$ cat config.mk
export PLATFORM = sky130hd
export DESIGN_NAME = tvsc_mul
export DESIGN_NICKNAME = d
export VERILOG_FILES = /design/src/hw/rtl/tvsc_pkg.sv /design/src/hw/rtl/tvsc_mul.sv
export SDC_FILE = /design/constraint.sdc
export NUM_CORES = 2
export LEC_CHECK = 0
export BUFFER_PORTS_ARGS = -buffer_cell sky130_fd_sc_hd__buf_2
export CAP_MARGIN = 20
export CORE_UTILIZATION = 45
export DETAILED_ROUTE_END_ITERATION = 10
export SLEW_MARGIN = 20
export SYNTH_ARGS = -nofsm -noshare
export SYNTH_HDL_FRONTEND = slang
export SYNTH_SLANG_ARGS = --single-unit
$ cat constraint.sdc
create_clock -name i_clk -period 11 [get_ports i_clk]
set_input_delay 0.55 -clock i_clk [delete_from_list [all_inputs] [get_ports i_clk]]
set_output_delay 0.55 -clock i_clk [all_outputs]
set_load 0.01 [all_outputs]
$ cat src/hw/rtl/tvsc_pkg.sv
// Shared types and constants for the tensor view stride block.
// Used by tvsc_mul and tensor_view_stride_compute; depends on nothing.
`default_nettype none

package tvsc_pkg;

    // Largest rank that is stored for either shape
    localparam int MAX_RANK = 8;
    // Count of stored dimensions, 0 to MAX_RANK
    localparam int CNT_W    = $clog2(MAX_RANK + 1);
    // Index into the dimension stores
    localparam int IDX_W    = (MAX_RANK > 1) ? $clog2(MAX_RANK) : 1;

    localparam int SIZE_W   = 32;
    localparam int STRIDE_W = 64;
    localparam int DIM_W    = 3;

    // Partial products per 64-bit wrapped product
    localparam int MUL_STEPS  = 3;
    localparam int MUL_STEP_W = 2;

    // Sequencer states
    typedef enum logic [4:0] {
        S_LOAD,
        S_START,
        S_NUMEL_GO,
        S_NUMEL_WAIT,
        S_NUMEL_END,
        S_SAME,
        S_CONT_INIT,
        S_CONT_WR,
        S_CONT_WAIT,
        S_TNUM_GO,
        S_TNUM_WAIT,
        S_CHK,
        S_CHK_WAIT,
        S_VTEST,
        S_VSTR_WAIT,
        S_VNUM_WAIT,
        S_EMIT
    } t_state;

    // Where the emitted strides come from
    typedef enum logic [1:0] {
        OUT_FAIL,
        OUT_ONES,
        OUT_OLD,
        OUT_RES
    } t_outcome;

    // Request to the shared multiplier
    typedef struct packed {
        logic                start;
        logic [STRIDE_W-1:0] a;
        logic [STRIDE_W-1:0] b;
    } t_mul_req;

    // Answer of the shared multiplier
    typedef struct packed {
        logic                done;
        logic [STRIDE_W-1:0] p;
    } t_mul_rsp;

endpackage

`default_nettype wire

$ cat src/hw/rtl/tvsc_mul.sv
// Iterative 64x64 multiplier giving the low 64 bits of the product.
// One 32x32 multiplier, three passes per product; uses tvsc_pkg.
`default_nettype none

module tvsc_mul
    import tvsc_pkg::*;
(
    input  wire logic     i_clk,
    input  wire logic     i_rst_n,
    input  wire t_mul_req i_req,
    output t_mul_rsp      o_rsp
);

    logic                  r_busy;
    logic                  r_done;
    logic [MUL_STEP_W-1:0] r_step;
    logic [STRIDE_W-1:0]   r_a;
    logic [STRIDE_W-1:0]   r_b;
    logic [STRIDE_W-1:0]   r_acc;

    logic [SIZE_W-1:0]     w_x;
    logic [SIZE_W-1:0]     w_y;
    logic [STRIDE_W-1:0]   w_prod;
    logic                  w_final;

    // Pick the halves: lo*lo, then hi*lo, then lo*hi; hi*hi falls off the top
    always_comb begin
        w_x = r_a[SIZE_W-1:0];
        w_y = r_b[SIZE_W-1:0];
        if (r_step == MUL_STEP_W'(1)) begin
            w_x = r_a[STRIDE_W-1:SIZE_W];
        end else if (r_step == MUL_STEP_W'(2)) begin
            w_y = r_b[STRIDE_W-1:SIZE_W];
        end
    end

    assign w_prod  = STRIDE_W'(w_x) * STRIDE_W'(w_y);
    assign w_final = (r_step == MUL_STEP_W'(MUL_STEPS - 1));

    // Step control
    always_ff @(posedge i_clk) begin
        if (!i_rst_n) begin
            r_busy <= 1'b0;
            r_done <= 1'b0;
            r_step <= '0;
        end else begin
            r_done <= 1'b0;
            if (i_req.start) begin
                r_busy <= 1'b1;
                r_step <= '0;
            end else if (r_busy) begin
                r_step <= r_step + 1'b1;
                if (w_final) begin
                    r_busy <= 1'b0;
                    r_done <= 1'b1;
                end
            end
        end
    end

    // Operands and accumulator
    always_ff @(posedge i_clk) begin
        if (i_req.start) begin
            r_a <= i_req.a;
            r_b <= i_req.b;
        end
        if (r_busy) begin
            if (r_step == '0) begin
                r_acc <= w_prod;
            end else begin
                r_acc <= r_acc + {w_prod[SIZE_W-1:0], {SIZE_W{1'b0}}};
            end
        end
    end

    assign o_rsp.done = r_done;
    assign o_rsp.p    = r_acc;

endmodule

`default_nettype wire

Word level (Yosys, flattened, before mapping)
Cells that the tools add are included.
Storage, ports and cells
  logic and storage cells: 24
  output and inout port bits: 65
  flip-flop bits (word level): 196
Cells by class
  bitwise logic cells: 2
  equality and inequality tests: 2
  add/subtract/negate cells: 2
  multipliers: 1
  reduce and logical (&&, ||, !) cells: 3
  mux-type cells: 8
Operators by type and width (count)
  32-bit 2-to-1 mux: 3
  64-bit adder: 1
  32-bit by 32-bit multiplier with 64-bit output: 1
  64-bit 2-to-1 mux: 1
  1-bit 2-to-1 mux: 4
  3-bit OR reduction: 1
  2-bit by 1-bit adder with 2-bit output (second input constant): 1
  2-bit by 1-bit == test with 1-bit output (second input constant): 1
  2-bit == test (second input constant): 1
  2-bit logical NOT: 1
  1-bit NOT: 2
  2-bit OR reduction: 1

Longest topological paths before layout
  depth after elaboration: 6
  gate-level depth with buffers: 43

Worst setup path before layout
Ideal clock, no wire load.
  path kind: register to register
  start point: register r_step[1]
  end point: register r_acc[60] (data pin)
  buffers on the path: 6
  clock period less this slack: 9.914 ns
  data required time: 10.739 ns
  stages on the path, launching flop included: 41
  slack: 1.086 ns
  data arrival time: 9.653 ns
  path through: dfxtp_1 -> inv_1 -> ha_1 -> clkbuf_1 -> nor2b_1 -> clkbuf_1 -> clkbuf_1 -> mux2i_1 -> clkbuf_1 -> nor2_1 -> fa_1 -> inv_1 -> fa_1 -> fa_1 -> fa_1 -> inv_1 -> fa_1 -> inv_1 -> [5 not listed] -> buf_6 -> a21o_1 -> a21o_1 -> a21oi_1 -> o21ai_1 -> xor2_1 -> ha_1 -> clkbuf_1 -> a21o_1 -> a21o_1 -> a21o_1 -> a21o_1 -> a21o_1 -> a21oi_1 -> o221ai_1 -> xor2_1 -> o21ai_0 -> nand3b_1
Between the ends
  word-level cells in the longest chain between the ends: 6
  elaborated cells on any way between the ends: 9
  classes of those cells: add/sub (1); mul (1); eq/ne (2); mux (4); reduce/logical (1)
Ends and longest elaborated chain
  start: declaration: line tvsc_mul.sv:16  | logic [MUL_STEP_W-1:0] r_step;
  start signal: assignment: line tvsc_mul.sv:52  | r_step <= r_step + 1'b1;
  2-bit == test: line tvsc_mul.sv:32  | end else if (r_step == MUL_STEP_W'(2)) begin
  32-bit 2-to-1 mux: line tvsc_mul.sv:32
  32-bit 2-to-1 mux: line tvsc_mul.sv:30  | if (r_step == MUL_STEP_W'(1)) begin
  32-bit by 32-bit multiplier with 64-bit output: line tvsc_mul.sv:37  | assign w_prod = STRIDE_W'(w_x) * STRIDE_W'(w_y);
  64-bit adder: line tvsc_mul.sv:71  | r_acc <= r_acc + {w_prod[SIZE_W-1:0], {SIZE_W{1'b0}}};
  64-bit 2-to-1 mux (*): line tvsc_mul.sv:68  | if (r_step == '0) begin
  end signal: assignment: line tvsc_mul.sv:69  | r_acc <= w_prod;
  end signal: assignment: line tvsc_mul.sv:71
  end: declaration: line tvsc_mul.sv:19  | logic [STRIDE_W-1:0] r_acc;
Mark *: on every way between the ends. The rest lies on a longest branch, timed or not.
A chain may end at the register's enable or synchronous reset.

Final worst setup path
  start point: register r_step[0]
  end point: register r_acc[62] (data pin)
Between the ends
  word-level cells in the longest chain between the ends: 6
  elaborated cells on any way between the ends: 9
  classes of those cells: add/sub (1); mul (1); eq/ne (2); mux (4); reduce/logical (1)
Ends and longest elaborated chain
  2-bit == test (*)
  net w_final: line tvsc_mul.sv:24  | logic w_final;
  32-bit 2-to-1 mux (*): line tvsc_mul.sv:32
  32-bit 2-to-1 mux (*): line tvsc_mul.sv:30
  32-bit by 32-bit multiplier with 64-bit output (*): line tvsc_mul.sv:37
  64-bit adder: line tvsc_mul.sv:71
  64-bit 2-to-1 mux (*): line tvsc_mul.sv:68
The timed path passes the listed nets; every way through them passes the cells marked *.

==> summary.md <==
| Metric | Value |
|---|---|
| Outcome | `finished, violations left` |
| Failing checks | `antenna violations` |
| Register area share after synthesis | `0.141` |
| Synth Area in Compound Gates | `0.0517` |
| Final setup viols | `0` |
| Crit end category | `flip-flop` |
| Maximum fanout along the worst path | `14` |
| Starting density of the core | `0.456` |
| Hold Crit Class | `primary input to flip-flop` |
| Synth top area share | `0.434` |
| First-pass GRT wire length | `roughly 210000 um` |
| GR Overflow Total | `0` |
| IO Pins | `196` |
| Syn_nets | `5678` |
| Clk buf depth | `2` |
| Hold Violations, Final | `0` |
| Distinct cells, synth | `approximately 80` |
| Top post-synthesis cells by area | `fa_1 43%, edfxtp_1 14%, ha_1 9.1%` |
| CP Data Required Time | `11.24 ns` |
| Synth area leader | `fa_1` |
| Highest clock rate | `about 96 MHz` |
| Area Growth Syn to Fin | `7.90%` |
| Worst-skew pair later-pin latency | `roughly 0.55 ns` |
| Fin crit share | `0.951` |
| Post-CTS Resized | `0` |
| Clk sinks | `196` |
| H-tree levels | `4` |
| Clock transition at path regs | `~0.12 ns` |
| Most frequent CP cell | `fa_1` |
| Layout cells sized above 1 | `0.0981` |
| Rows | `110` |
| DP HPWL | `between 100000 and 150000 um` |
| Yosys reg bits | `a little under 200` |
| WL/cell | `~24 um` |
| Crit path largest cell delay | `~0.63 ns` |
| WS Path Type | `flip-flop to flip-flop` |
| Root buffer cell | `clkbuf_16` |
| CTS tree | `yes` |
| Post-synth EDFFs | `192` |
| Post-Synth XOR/XNOR Area | `0.0176` |
| Nets@finish | `around 5800` |
| Fin area | `~0.045 sq mm` |
| Area after DPL | `0.0439 sq mm` |
| Initial drt markers | `between 2000 and 3000` |
| Die Height | `305 um` |
| Antenna violations before repair | `6` |
| Final wirelength | `roughly 130000 um` |
| Async SR Flop Fraction | `0` |
| Total track usage | `0.300` |
| Ys flop type | `edfxtp_1` |
| Worst relative slew slack | `0.258` |
| MaxCap Viol Count | `0` |
| Total negative slack | `0 ns` |
| Max Slew Vio Count | `0` |
| Hold_buf cts | `0` |
| YS warnings | `0` |
| Fraction of the mapped netlist area in adder cells | `0.525` |
| Synth Area per Inst | `approximately 9.5 sq um` |
| Routed via count | `approximately 31000` |
| Mapped Area | `approximately 0.041 sq mm` |
| Chip Width | `between 300 and 400 um` |
| Setup bufs post-CTS | `0` |
| Clock buffer count from CTS | `17` |
| Largest net degree at the start of global routing | `70` |
| Drt first pass iters | `6` |
| Via/cell ratio | `5.52` |
| Number of global-route vias before repair | `between 30000 and 40000` |
| IO buf count | `just under 200` |
| Fin Hold WS | `approximately 0.17 ns` |
| Main combinational cell family by area after synthesis | `adder cells` |
| Remaining DRCs | `0` |
| Core Footprint | `slightly above 0.09 sq mm` |
| ANT nets after route | `1` |
| Min Tclk post-route | `around 10 ns` |
| Mapped Cells | `roughly 4400` |
| Die ar. | `0.0931 sq mm` |
| CP Launch Type | `flip-flop` |
| Least-Margin Pin Slew | `about 1.1 ns` |
| Post-synthesis mux area share | `0.0325` |
| Setup Skew | `around 0.041 ns` |
| CP max stage cell | `mux2_2` |
| Utilization after layout | `0.492` |
| CP arrival | `10.70 ns` |
| Simple-Gate Fraction of Synth Area | `0.131` |
| Unrepaired setup endpoints after global routing | `false` |
| GPL Wtd Cong | `about 1.0` |
[final timing paths]
kind | from | to | slack [ns] | depth (start not counted)
worst max register to register | r_step[0] | r_acc[62] | 0.54 | 33
worst min-delay path | i_req[10] | r_b[10] | 0.17 | 1
worst max-delay path | r_step[0] | r_acc[62] | 0.54 | 33
worst min register to register | r_step[1] | r_step[1] | 0.56 | 2
[cell usage after synthesis (5+ instances only)]
library cell  number
nand3_1           19
ha_1             299
buf_2              9
nor2b_1           21
o21a_1            10
nor3_1            16
a31oi_1           17
or2_2              6
mux2i_1           62
nor2_1           418
fa_1             897
and2_1            46
a211oi_1          10
xor2_1            34
clkbuf_1         181
o31ai_1            5
mux2_2            59
a21oi_1          108
mux2_1             5
edfxtp_1         192
o22ai_1            5
or3_1              5
nand4_1           25
o21bai_1           7
a21o_1            51
xnor2_1           49
o21ai_1           14
nand2b_1          11
nand2_1          726
and3_1            10
buf_1             13
inv_1            883
o21ai_0           60
[critical path: cells and delay by family, from the launching register on]
kind	cells	cell delay (ns)
adder cells (fa/ha/maj)	11	5.07
AND/OR/NAND/NOR	9	1.73
AO/OA/AOI/OAI	4	0.97
buffers and inverters	7	0.83
multiplexers	1	0.63
XOR/XNOR	1	0.53
flip-flops	1	0.37
[flip-flops by register name, indices dropped and copies added (netlist names)]
register	count
r_step	2
r_a	64
r_done	1
r_acc	64
r_b	64
r_busy	1
[per-layer routing]
metal  up-vias  part of all wire  track usage
met2      1419              0.46        0.477
met5         -           0.00024            0
met4         6             0.047        0.131
met3       268             0.091       0.0613
met1     16135              0.40        0.397
li1      13441                 -            -
[layout make-up]
type	instances	area, sq um
Sequential cell	196	5850
Clock buffer	17	425
Fill cell	8585	46000
Timing Repair Buffer	304	1830
Clock inverter	15	235
Tap cell	1176	1470
Antenna cell	8	20.0
Inverter	883	3310
Multi-Input combinational cell	3062	31500
[layout by cell type, fill, tap and decap left out, drive strengths merged, types with 49 or more instances in the layout]
cell type,n
a21o,51
nor2,419
ha,299
fa,897
xnor2,49
mux2,64
mux2i,62
buf,304
nand2,728
a21oi,109
edfxtp,192
o21ai,75
inv,894
[through the flow]
step           setup WS [ns]  std cells
2_1_floorplan           1.09       4351
6_report               0.538       5661
5_1_grt               0.0499       5655
3_5_place_dp           0.642       5621
4_1_cts                0.550       5653
3_3_place_gp           0.776       5621
[cell families after synthesis]
family / count (synthesis)
flops: 196
fa+ha+maj: 1196
mux: 126
buf+inv: 1093
xor+xnor: 83
simple gates: 1324
compound gates: 333
Power is left out: the tool's default activity adds up to more than one toggle a clock period on the data nets, which glitch-free logic cannot reach.
